<file path="src/rtl/timestamped_transport_delay_queue_top_assert.svh">
// assertion macros for the transport delay queue
// uses the enclosing module's clk and active-low rst_n
`ifndef TIMESTAMPED_TRANSPORT_DELAY_QUEUE_TOP_ASSERT_SVH
`define TIMESTAMPED_TRANSPORT_DELAY_QUEUE_TOP_ASSERT_SVH
`ifndef SYNTHESIS
// property checked on every edge outside reset
`define TDQ_ASSERT(name, prop, msg) \
    name: assert property (@(posedge clk) disable iff (!rst_n) prop) else $error(msg);
// plain invariant on a boolean expression
`define TDQ_ASSERT_INV(name, expr, msg) \
    name: assert property (@(posedge clk) disable iff (!rst_n) (expr)) else $error(msg);
`else
`define TDQ_ASSERT(name, prop, msg)
`define TDQ_ASSERT_INV(name, expr, msg)
`endif
`endif

</file>
<file path="src/rtl/tdq_pkg.sv">
// types and constants of the transport delay queue
// no dependencies
package tdq_pkg;

    localparam int TDQ_QUEUE_DEPTH = 1024;
    localparam int TIME_W          = 48;
    localparam int DELAY_W         = 32;
    localparam int COEF_W          = 32;

    typedef enum logic
    {
        CMD_ARRIVE = 1'b0,
        CMD_FIRE   = 1'b1
    } cmd_t;

    typedef struct packed
    {
        cmd_t                      cmd;
        logic [TIME_W-1:0]         now_time;
        logic signed [COEF_W-1:0]  coef_value;
        logic signed [COEF_W-1:0]  coef_slope;
        logic signed [COEF_W-1:0]  coef_second;
        logic signed [COEF_W-1:0]  coef_third;
    } req_t;

    typedef struct packed
    {
        logic                      out_valid;
        logic signed [COEF_W-1:0]  out_value;
        logic signed [COEF_W-1:0]  out_slope;
        logic signed [COEF_W-1:0]  out_second;
        logic signed [COEF_W-1:0]  out_third;
        logic                      dropped;
        logic                      idle;
        logic [TIME_W-1:0]         due_time;
    } rsp_t;

    // one queue entry's coefficients, stored side by side
    typedef struct packed
    {
        logic signed [COEF_W-1:0]  value;
        logic signed [COEF_W-1:0]  slope;
        logic signed [COEF_W-1:0]  second;
        logic signed [COEF_W-1:0]  third;
    } coef_t;

    localparam int COEF_ENTRY_W = $bits(coef_t);

    // controller to datapath
    typedef struct packed
    {
        logic capture;
        logic exec;
        logic calc;
        logic commit;
    } ctl_cmd_t;

    // datapath to controller
    typedef struct packed
    {
        logic out_free;
    } dp_status_t;

endpackage

</file>
<file path="src/rtl/tdq_ctrl.sv">
// sequencer of the transport delay queue: one item through four steps
// depends on tdq_pkg
module tdq_ctrl
    import tdq_pkg::*;
(
    input  logic       clk,
    input  logic       rst_n,
    input  logic       in_valid,
    output logic       in_ready,
    input  dp_status_t status,
    output ctl_cmd_t   cmd
);

    typedef enum logic [1:0]
    {
        ST_IDLE,
        ST_EXEC,
        ST_CALC,
        ST_COMMIT
    } state_t;

    state_t state_reg;
    state_t state_next;
    logic   in_ready_reg;
    logic   in_ready_next;
    logic   accept;

    assign accept = in_valid && in_ready_reg;

    always_comb
    begin
        state_next    = state_reg;
        in_ready_next = in_ready_reg;
        case (state_reg)
            ST_IDLE:
            begin
                if (accept)
                begin
                    state_next    = ST_EXEC;
                    in_ready_next = 1'b0;
                end
            end
            ST_EXEC:
            begin
                state_next = ST_CALC;
            end
            ST_CALC:
            begin
                state_next = ST_COMMIT;
            end
            ST_COMMIT:
            begin
                // hold until the output register can take the result
                if (status.out_free)
                begin
                    state_next    = ST_IDLE;
                    in_ready_next = 1'b1;
                end
            end
            default:
            begin
                state_next    = ST_IDLE;
                in_ready_next = 1'b1;
            end
        endcase
    end

    always_ff @(posedge clk or negedge rst_n)
    begin
        if (!rst_n)
        begin
            state_reg    <= ST_IDLE;
            in_ready_reg <= 1'b1;
        end
        else
        begin
            state_reg    <= state_next;
            in_ready_reg <= in_ready_next;
        end
    end

    assign in_ready    = in_ready_reg;
    assign cmd.capture = accept;
    assign cmd.exec    = (state_reg == ST_EXEC);
    assign cmd.calc    = (state_reg == ST_CALC);
    assign cmd.commit  = (state_reg == ST_COMMIT) && status.out_free;

endmodule

</file>
<file path="config.mk">
export PLATFORM = sky130hd
export DESIGN_NAME = tdq_ctrl
export DESIGN_NICKNAME = d
export VERILOG_FILES = /design/src/rtl/timestamped_transport_delay_queue_top_assert.svh /design/src/rtl/tdq_pkg.sv /design/src/rtl/tdq_ctrl.sv
export SDC_FILE = /design/constraint.sdc
export NUM_CORES = 1
export LEC_CHECK = 0
export ABC_CLOCK_PERIOD_IN_PS = 1300
export BUFFER_PORTS_ARGS = -buffer_cell sky130_fd_sc_hd__buf_4
export CORE_AREA = 2 2 39 41
export CTS_CLUSTER_DIAMETER = 150
export DETAILED_ROUTE_END_ITERATION = 8
export DIE_AREA = 0 0 41 43
export GPL_TIMING_DRIVEN = 0
export PLACE_DENSITY_LB_ADDON = 0.15
export SLEW_MARGIN = 10
export SYNTH_ARGS = -nofsm -noshare
export SYNTH_HDL_FRONTEND = slang
export SYNTH_SLANG_ARGS = --single-unit
export TNS_END_PERCENT = 100
</file>
<file path="constraint.sdc">
create_clock -name clk -period 1.3 [get_ports clk]
set_input_delay 0 -clock clk [delete_from_list [all_inputs] [get_ports clk]]
set_output_delay 0 -clock clk [all_outputs]
set_load 0.02 [all_outputs]
</file>
=== Word-level counts from Yosys, hierarchy flattened ===
Cells that the tools add are included.
W data, S select, Z words.

* Reductions and logical operators: 6
* Muxes and demuxes: 6
* Eq/ne operators: 5

{| class="wikitable"
|+ Operators with widths
! kind !! count
|-
| $pmux W2 S4 || 1
|-
| $eq A2 B2 Y1 const B || 2
|-
| $mux W2 || 2
|-
| $ne A2 B2 Y1 const B || 2
|-
| $reduce_and A3 Y1 || 1
|-
| $eq A2 B1 Y1 const B || 1
|-
| $logic_and A1 B1 Y1 || 2
|-
| $logic_not A2 Y1 || 1
|-
| $mux W1 || 2
|-
| $pmux W1 S2 || 1
|-
| $reduce_and A2 Y1 || 1
|-
| $reduce_bool A2 Y1 || 1
|}

* Input bits: 4
* Register bits: 3
* Output and inout bits: 5
* Word-level logic and storage cells: 19

=== Depth between registers and ports, before layout ===
Gate-level depths: netlist of run 1.

* Word-level depth: 3
* Depth in mapped cells: 4
* Gate-level depth less buffers: 4

=== Worst setup path before layout of run 1 ===
No wires, ideal clock.

* Path type: reg-to-reg
* From: register state_reg[0]
* To: register state_reg[1]
* Buffers on the path: 0
* Stages on the path, launching flop included: 5
* Library setup time: 0.125 ns
* Data arrival time: 1.170 ns
* Clock period less this slack: 1.295 ns
* Slack: 0.005 ns
* Required time: 1.175 ns
* Path through: dfrtp_1 ha_1 nor2b_4 a21oi_2 mux2_4

* Word-level cells in the longest chain between the ends: 3
* Elaborated cells on any way between the ends: 8
* Those cells by class: eq/ne (5); mux (1); reduce/logical (2)

{| class="wikitable"
|+ RTL lines
! what !! RTL line !! RTL
|-
| from (decl) || tdq_ctrl.sv:22 || <nowiki>state_t state_reg;</nowiki>
|-
| from (signal assigned) || tdq_ctrl.sv:77 || <nowiki>state_reg <= state_next;</nowiki>
|-
| $eq A2 B2 Y1 or $logic_not A2 Y1 (tied branches) || tdq_ctrl.sv:34 || <nowiki>case (state_reg)</nowiki>
|-
| $ne A2 B2 Y1 (no line) || - ||
|-
| $reduce_and A2 Y1 (no line) || - ||
|}

Several ways; a longest one is shown, not always the timed one.
A chain may end at the register's enable or synchronous reset.

=== Final worst setup path of run 1 ===
* From: register state_reg[1]
* To: register state_reg[1]

Same word-level chain as after synthesis.

==> results.json, run 1 <==
{
  "outcome": "completed",
  "synth_cells": 24,
  "tritoncts_clock_tree": "yes",
  "synth_area_per_cell_um2": 10.84,
  "fin_ws_ps": 12.59,
  "p_total_mw": 1.092,
  "synth_sequential_area_ratio_pct": 29.33,
  "insertedDiodeCount": 0,
  "post-place-ws_ps": -97.00,
  "post_synth_num_cell_types": 16,
  "ys_warn_count": 0,
  "die_width_um": 41,
  "power.density_nw_per_um2": 2576,
  "critPathRequiredTime_ps": 1410,
  "number_of_buffers_created_by_cts": 3,
  "final_hold_viol_count": 0,
  "layout-drive-gt1-share_pct": 65.00,
  "power.static_leakage_nw": 0.2136,
  "detailed_place_hpwl_um": 374.6,
  "edff_count_synth": 0,
  "hold_class": "in -> async",
  "first_iter_violations": 1,
  "setup.worst_path.end_class": "register",
  "grtUsageTotal_pct": 8.249,
  "syn-num-nets": 34,
  "flow.area_growth_from_synthesis_pct": 62.98,
  "critical-path-slowest-cell": "dfrtp_2",
  "vdd_ir_drop_max_mv": 0.8471,
  "gpl.final_weighted_congestion": 0.6373,
  "yosys-top-cells-area": "ha_1 29%, dfrtp_1 19%, dfstp_2 10%",
  "setup_viol_count_final": 0,
  "cts.sinks": 3,
  "cp_slowest_stage_delay_ps": 440,
  "path_depth": 4,
  "first_global_vias": 236,
  "synth_flop_cell": "dfrtp_1",
  "largest_reg_flops": 2,
  "r2r-start": "state_reg[1]",
  "met2_usage_pct": 12.19,
  "multi_input_area_um2": 187.7,
  "worst_slew_margin_rel_pct": 91.50,
  "detail-route-antenna-nets": 0,
  "upper_clock_frequency_limit_ghz": 0.7768,
  "placeableCoreArea_um2": 1384,
  "clock_insertion_delay_worst_skew_ps": 230,
  "detail_route.wl_per_cell_um": 9.429,
  "finalWirelength_um": 528,
  "drv_cap": 0,
  "port_buffer_count": 8,
  "post-synth-top-area-fraction_pct": 28.85,
  "critPathTopFamily": "flip-flops",
  "layout.core_utilization_pct": 30.65,
  "worstPathArrival_ps": 1390,
  "worst_reg_to_reg_path_cell_count": 4,
  "rsz_0062_raised_after_global_routing": "true",
  "synth_top_area_cell": "ha_1",
  "filler_cell_count": 148,
  "h-tree-depth": 1,
  "grt_most_used_layer": "met2",
  "criticalPathCategory": "reg -> reg",
  "number_of_storage_elements_in_the_synthesis_netlist": 3,
  "startpoint": "state_reg[1]",
  "clk_root_buffer_cell": "clkbuf_4",
  "crit_end": "state_reg[1]",
  "start_util_pct": 18.81,
  "report.final.slew_viol_count": 0,
  "synth.cell_area_um2": 260.3,
  "grt_start_max_net_pins": 5,
  "timing.critical_path.buf_inv": 0,
  "use_met1_pct": 9.061,
  "post-route-period-util_pct": 99.03,
  "cells_along_the_critical_path": "ha_4, nor2b_4, a21oi_4, mux2_4",
  "numnets_final": 51,
  "boundaryPins": 9,
  "synth_async_sr_flop_share_pct": 100.0,
  "antenna_found_initial": 0,
  "yosys.cell_count.top_type": "ha_1",
  "regToRegSetupSlack_ps": 10,
  "viasPerCell": 3.911,
  "critical_path.max_fanout": 4,
  "cts.reportedPaths.clkPinSlew_ps": 30,
  "drc": 0,
  "finalCriticalPeriod_ps": 1287,
  "use_met3_pct": 7.853,
  "fp.dieH_um": 43,
  "design.die.area_um2": 1763,
  "synth.cells.most_frequent": "6 x ha_1, 3 x inv_1, 2 x dfrtp_1",
  "first_pass_iters": 2,
  "cts.path.max_buffers": 2,
  "grt_first_pass_wirelength_um": 931,
  "timing.critical_path.from_type": "register",
  "finClkSkew_ps": 4.265,
  "via_count": 219,
  "gr-total-overflow": 0,
  "row_count": 14,
  "worst-slew-pin-transition_ps": 123.9,
  "reg2reg_to": "state_reg[1]",
  "ff_latch_area_um2": 78.83
}
[layout make-up]
cell class | instances | share of cell area, %
clock buffer | 4 | 6.195
multi-input combinational | 17 | 44.25
timing repair buffer | 12 | 21.83
buffer | 1 | 1.770
sequential | 3 | 18.58
tap | 16 | 4.720
inverter | 3 | 2.655
[per-layer routing]
layer  part of all wire [%]  wire length (um)
met1                     36               188
met2                     56               294
met3                    8.5                45
met4                      0                 0
met5                      0                 0
[per-stage QoR]
step / setup TNS (ps) / hold WS [ps] / instances / instance area, um^2
after global routing: -122.2 / 104.6 / 56 / 424.2
after floorplan: 0 / -295.6 / 24 / 260.3
after global placement: -92.95 / -209.7 / 48 / 340.3
final: 0 / 103.1 / 56 / 424.2
after detailed placement: -97.00 / -208.9 / 48 / 340.3
after CTS: -17.44 / 97.35 / 56 / 404.1
[worst register-to-register path: stages, from the launching register on]
cell and delay [ps]:
dfrtp_2 440, ha_4 170, nor2b_4 130, a21oi_4 130, mux2_4 310
[logic make-up after synthesis]
| family | count (synthesis) | share of synthesized area (%) |
|---|---|---|
| AOI/OAI and AO/OA | 3 | 8.653 |
| adders and majority gates | 6 | 28.85 |
| buffers and inverters | 4 | 7.212 |
| DFF | 3 | 29.33 |
| muxes | 2 | 9.614 |
| and+or+nand+nor | 6 | 16.35 |
[where the power goes]
part / internal (mW) / switching [mW] / total (mW)
clock network: 0.115 / 0.0459 / 0.161
registers: 0.167 / 0.0757 / 0.242
logic: 0.382 / 0.307 / 0.689
[worst min path at each step]
| stage | slack (ps) | endpoint | depth (start not counted) | from |
|---|---|---|---|---|
| CTS | 100 | state_reg[1] | 2 | rst_n |
| global route | 100 | state_reg[1] | 2 | rst_n |
| finish | 100 | state_reg[1] | 2 | rst_n |
| detailed placement | -210 | state_reg[1] | 1 | rst_n |
| global placement | -210 | state_reg[1] | 1 | rst_n |
| floorplan | -300 | state_reg[0] | 0 | rst_n |
[placed cells by master (no fill, tap or decap), types with 2 or more instances in the layout]
master / n
buf_4: 12
clkbuf_4: 3
dfrtp_2: 2
ha_1: 4
inv_2: 2
[repair_timing]
action,CTS,global route
endpoints found under the setup margin,1,3
resized for setup,2,6
pin swaps,1,0
hold buffers,1,0
endpoints found under the hold margin,3,0
setup buffers,3,0
(Power assumes the default switching activity.)
==> inputs of run 2 (changes only) <==
PLACE_DENSITY_LB_ADDON = default   (was 0.15)
==> run 2 against run 1 <==
Net effect: total power rose by 0.77%; cell count rose by 1.8%; non-clock buffer count rose by 1; sequential share of layout area fell by 0.56 points; the run now ends with negative setup slack left; sequential power fell by 2%; via count rose by 1.4%; routed wire length fell by 1.3%; clock-buffer cell count did not move; combinational power rose by 2%; worst setup slack got worse by 24 ps; die area did not move; utilization rose by 0.45 points.
==> results.json, run 2 (same netlist as run 1, synthesis figures left out) <==
{
  "cts.path.max_buffers": 2,
  "viasPerCell": 3.895,
  "grt_start_max_net_pins": 5,
  "insertedDiodeCount": 0,
  "cts.reportedPaths.clkPinSlew_ps": 40,
  "cts.sinks": 3,
  "rsz_0062_raised_after_global_routing": "true",
  "fin_setup_tns_ps": -11.36,
  "row_count": 14,
  "first_iter_violations": 1,
  "detail_route.wl_per_cell_um": 9.140,
  "failing_checks": "negative setup slack",
  "detail-route-antenna-nets": 0,
  "outcome": "finished, violations left",
  "final_hold_viol_count": 0,
  "worst_slew_margin_rel_pct": 88.19,
  "largest_reg_flops": 2,
  "report.final.slew_viol_count": 0,
  "fp.dieH_um": 43,
  "finClkSkew_ps": 5.099,
  "tritoncts_clock_tree": "yes",
  "cp_slowest_stage_delay_ps": 440,
  "criticalPathCategory": "reg -> reg",
  "critical_path.max_fanout": 4,
  "power.static_leakage_nw": 0.2207,
  "numnets_final": 52,
  "vdd_ir_drop_max_mv": 0.6984,
  "post-route-period-util_pct": 100.9,
  "upper_clock_frequency_limit_ghz": 0.7626,
  "port_buffer_count": 8,
  "setup.worst_path.end_class": "register",
  "first_pass_iters": 2,
  "grtUsageTotal_pct": 6.942,
  "layout-drive-gt1-share_pct": 63.41,
  "placeableCoreArea_um2": 1384,
  "setup_viol_count_final": 1,
  "design.die.area_um2": 1763,
  "h-tree-depth": 1,
  "detailed_place_hpwl_um": 342.2,
  "power.density_nw_per_um2": 2558,
  "layout.cells.most_common": "buf_4",
  "post-place-ws_ps": -75.37,
  "critical-path-slowest-cell": "dfrtp_2",
  "gpl.final_weighted_congestion": 0.6846,
  "drv_cap": 0,
  "drc": 0,
  "p_total_mw": 1.101,
  "regToRegSetupSlack_ps": -10,
  "boundaryPins": 9,
  "layout.core_utilization_pct": 31.10,
  "dpl_cell_area_um2": 340.3,
  "antenna_found_initial": 0,
  "start_util_pct": 18.81,
  "critPathRequiredTime_ps": 1410,
  "clk_root_buffer_cell": "clkbuf_4",
  "finalCriticalPeriod_ps": 1311,
  "via_count": 222,
  "timing.critical_path.from_type": "register",
  "worst-slew-pin-transition_ps": 177.1,
  "finalWirelength_um": 521,
  "hold_class": "in -> async",
  "cells_along_the_critical_path": "ha_4, nor2b_4, a21oi_4, mux2_4",
  "most-common-layout-cells": "13 x buf_4, 4 x ha_1, 3 x clkbuf_4",
  "flow.area_growth_from_synthesis_pct": 65.38,
  "die_width_um": 41,
  "clock_insertion_delay_worst_skew_ps": 230,
  "first_global_vias": 199,
  "grt_first_pass_wirelength_um": 752,
  "fin_ws_ps": -11.36,
  "number_of_buffers_created_by_cts": 3,
  "finalInstanceArea_um2": 430.4,
  "worstPathArrival_ps": 1420,
  "gr-total-overflow": 0
}
run 2: repair_timing:
action,in CTS,in global routing
endpoints found under the setup margin,1,2
gates resized for setup,3,5
buffers inserted,3,1
pin swaps,1,2
hold endpoints to repair,3,0
hold buffers,1,0
run 2: area by class of cell:
cell class	instances	area (um^2)
Clock buffer	4	26.28
Sequential cell	3	77.57
Inverter	3	11.26
Fill cell	154	953.4
Buffer	1	7.507
Timing Repair Buffer	13	100.1
Tap cell	16	20.02
Multi-Input combinational cell	17	187.7
run 2: worst paths after layout:
path,end,startpoint,depth (start not counted)
hold / removal,state_reg[0],rst_n,2
setup reg to reg,state_reg[1],state_reg[1],4
max in group asynchronous,in_ready,rst_n,2
min in group clk,in_ready,in_valid,4
hold reg to reg,in_ready,in_ready,2
setup / recovery,state_reg[1],state_reg[1],4
run 2: power breakdown:
part / switching, mW / total (mW) / internal [mW] / leakage [nW]
Sequential: 0.0731 / 0.236 / 0.163 / 0.0330
Clock: 0.0475 / 0.162 / 0.115 / 0.0150
Combinational: 0.315 / 0.702 / 0.387 / 0.173
Total: 0.435 / 1.10 / 0.666 / 0.221
run 2: routing by layer:
layer	part of all wire [%]	wire, um	vias to the layer above	GRT usage (%)
met4	1.3	7	0	8.000
met3	6.0	31	2	3.141
li1	-	-	110	-
met1	33	174	102	6.796
met5	0	0	-	0
met2	59	308	8	9.375
run 2: stage by stage:
step / hold WS (ps) / cells
after CTS: 96.15 / 56
final: 95.22 / 57
after detailed placement: -209.9 / 48
after global routing: 116.7 / 57
after global placement: -211.3 / 48
after floorplan: -295.6 / 24
run 2: critical path, delay by kind of cell (launching register included):
kind                     cells  cell delay (ps)
adder cells (fa/ha/maj)      1              170
flip-flops                   1              440
multiplexers                 1              310
AND/OR/NAND/NOR              1              130
AO/OA/AOI/OAI                1              130
==> inputs of run 3 (changes only) <==
BUFFER_PORTS_ARGS = -buffer_cell sky130_fd_sc_hd__buf_2   (was -buffer_cell sky130_fd_sc_hd__buf_4)
CAP_MARGIN = 0   (was default)
CORE_AREA = 8 8 45 47   (was 2 2 39 41)
DIE_AREA = 0 0 53 55   (was 0 0 41 43)
==> run 3 against run 2 <==
Net effect: critical path depth unchanged; largest cell class unchanged; utilization decreased by 1.5 points; the run still ends with negative setup slack left; combinational power decreased by 5.7%; highest routed layer unchanged; critical path type unchanged.
==> results.json, run 3 (same netlist as run 1, synthesis figures left out) <==
{
  "gr-total-overflow": 0,
  "internal_power_mw": 0.6344,
  "numnets_final": 53,
  "upper_clock_frequency_limit_ghz": 0.7532,
  "viasPerCell": 3.741,
  "flow.area_growth_from_synthesis_pct": 57.21,
  "setup.worst_path.end_class": "register",
  "finalInstanceArea_um2": 409.1,
  "multi_input_area_um2": 177.7,
  "setup_viol_count_final": 1,
  "via_count": 217,
  "first_pass_iters": 1,
  "rsz_0062_raised_after_global_routing": "true",
  "path_depth": 4,
  "worst-slew-pin-transition_ps": 126.1,
  "dpl_cell_area_um2": 320.3,
  "cts.reportedPaths.clkPinSlew_ps": 40,
  "grtUsageTotal_pct": 4.543,
  "final_hold_viol_count": 0,
  "hold_class": "in -> async",
  "clk_root_buffer_cell": "clkbuf_4",
  "comb_power_share_pct": 61.8,
  "timing.critical_path.buf_inv": 0,
  "grt_start_max_net_pins": 5,
  "report.final.slew_viol_count": 0,
  "gpl.final_weighted_congestion": 0.6940,
  "drc": 0,
  "power.density_nw_per_um2": 2615,
  "reg2reg_to": "state_reg[1]",
  "cp_slowest_stage_delay_ps": 440,
  "critical-path-slowest-cell": "dfrtp_2",
  "start_util_pct": 18.81,
  "cts.path.max_buffers": 2,
  "row_count": 14,
  "worst_slew_margin_rel_pct": 91.35,
  "first_iter_violations": 0,
  "layout.core_utilization_pct": 29.57,
  "critPathTopFamily": "flip-flops",
  "finalCriticalPeriod_ps": 1328,
  "drv_cap": 0,
  "detail_route.wl_per_cell_um": 10.17,
  "regToRegSetupSlack_ps": -30,
  "detail-route-antenna-nets": 0,
  "clock_insertion_delay_worst_skew_ps": 240,
  "number_of_buffers_created_by_cts": 3,
  "failing_checks": "negative setup slack",
  "post-place-ws_ps": -67.40,
  "outcome": "finished, violations left",
  "layout-drive-gt1-share_pct": 64.29,
  "worstPathArrival_ps": 1450,
  "most-common-layout-cells": "8 x buf_2, 6 x buf_4, 5 x ha_1",
  "largest_reg_flops": 2,
  "r2r-start": "state_reg[1]",
  "layout.cells.most_common": "buf_2",
  "h-tree-depth": 1,
  "power.switching_fraction_pct": 40.70,
  "first_global_vias": 242,
  "post-route-period-util_pct": 102.1,
  "cells_along_the_critical_path": "ha_4, nor2b_4, a21oi_2, mux2_4",
  "critical_path.max_fanout": 4,
  "fp.dieH_um": 55,
  "startpoint": "state_reg[1]",
  "worst_reg_to_reg_path_cell_count": 4,
  "design.die.area_um2": 2915,
  "filler_cell_count": 162,
  "port_buffer_count": 8,
  "die_width_um": 53,
  "insertedDiodeCount": 0,
  "clock_power_share_pct": 15.6,
  "p_seq_share_pct": 22.5,
  "placeableCoreArea_um2": 1384,
  "boundaryPins": 9,
  "ff_latch_area_um2": 78.83,
  "fin_ws_ps": -27.76,
  "tritoncts_clock_tree": "yes",
  "antenna_found_initial": 0,
  "timing.critical_path.from_type": "register",
  "power.static_leakage_nw": 0.2192,
  "finClkSkew_ps": 1.265,
  "criticalPathCategory": "reg -> reg",
  "critPathRequiredTime_ps": 1420,
  "finalWirelength_um": 590,
  "cts.sinks": 3,
  "vdd_ir_drop_max_mv": 0.7071,
  "crit_end": "state_reg[1]",
  "fin_setup_tns_ps": -27.76,
  "grt_first_pass_wirelength_um": 910,
  "power_switching_mw": 0.4355
}
-- run 3: per-stage QoR --
step	std cells	power (mW)	hold WS [ps]
finish	58	1.070	87.68
global route	58	1.180	87.31
CTS	57	1.035	83.26
detailed placement	48	0.7482	-204.3
global placement	48	0.7413	-205.0
floorplan	24	0.6279	-295.6
-- run 3: power by group through the flow --
stage / Sequential, mW / Clock [mW] / Combinational [mW]
floorplan: 0.229 / 0 / 0.399
global placement: 0.225 / 0 / 0.517
detailed placement: 0.222 / 0 / 0.526
CTS: 0.216 / 0.179 / 0.640
global route: 0.251 / 0.187 / 0.741
finish: 0.241 / 0.167 / 0.662
-- run 3: worst min-delay path by stage --
stage	startpoint	to	slack, ps	cells after the start
finish	rst_n	state_reg[1]	90	2
global route	rst_n	state_reg[0]	90	2
CTS	rst_n	state_reg[1]	80	2
detailed placement	rst_n	state_reg[1]	-200	1
global placement	rst_n	state_reg[1]	-210	1
floorplan	rst_n	state_reg[0]	-300	0
-- run 3: layout make-up --
cell class              instances  area share [%]
inverters                       3           2.752
flip-flops and latches          3           19.27
multi-input cells              17           43.43
repair buffers                 14           21.41
well taps                      16           4.893
plain buffers                   1           1.835
clock buffers                   4           6.422
-- run 3: repair_timing --
item | 4_1_cts | 5_1_grt
hold buffers | 1 | 0
gates cloned | 0 | 0
endpoints found under the hold margin | 3 | 0
pin swaps | 1 | 1
endpoints found under the setup margin | 1 | 2
resized for setup | 2 | 4
buffers inserted | 4 | 1
-- run 3: routing by layer --
layer,GRT usage [%],vias to the layer above,wire (um)
met5,0,-,0
met1,3.969,96,214
li1,-,113,-
met4,6.466,0,17
met2,7.617,6,324
met3,0.8021,2,33
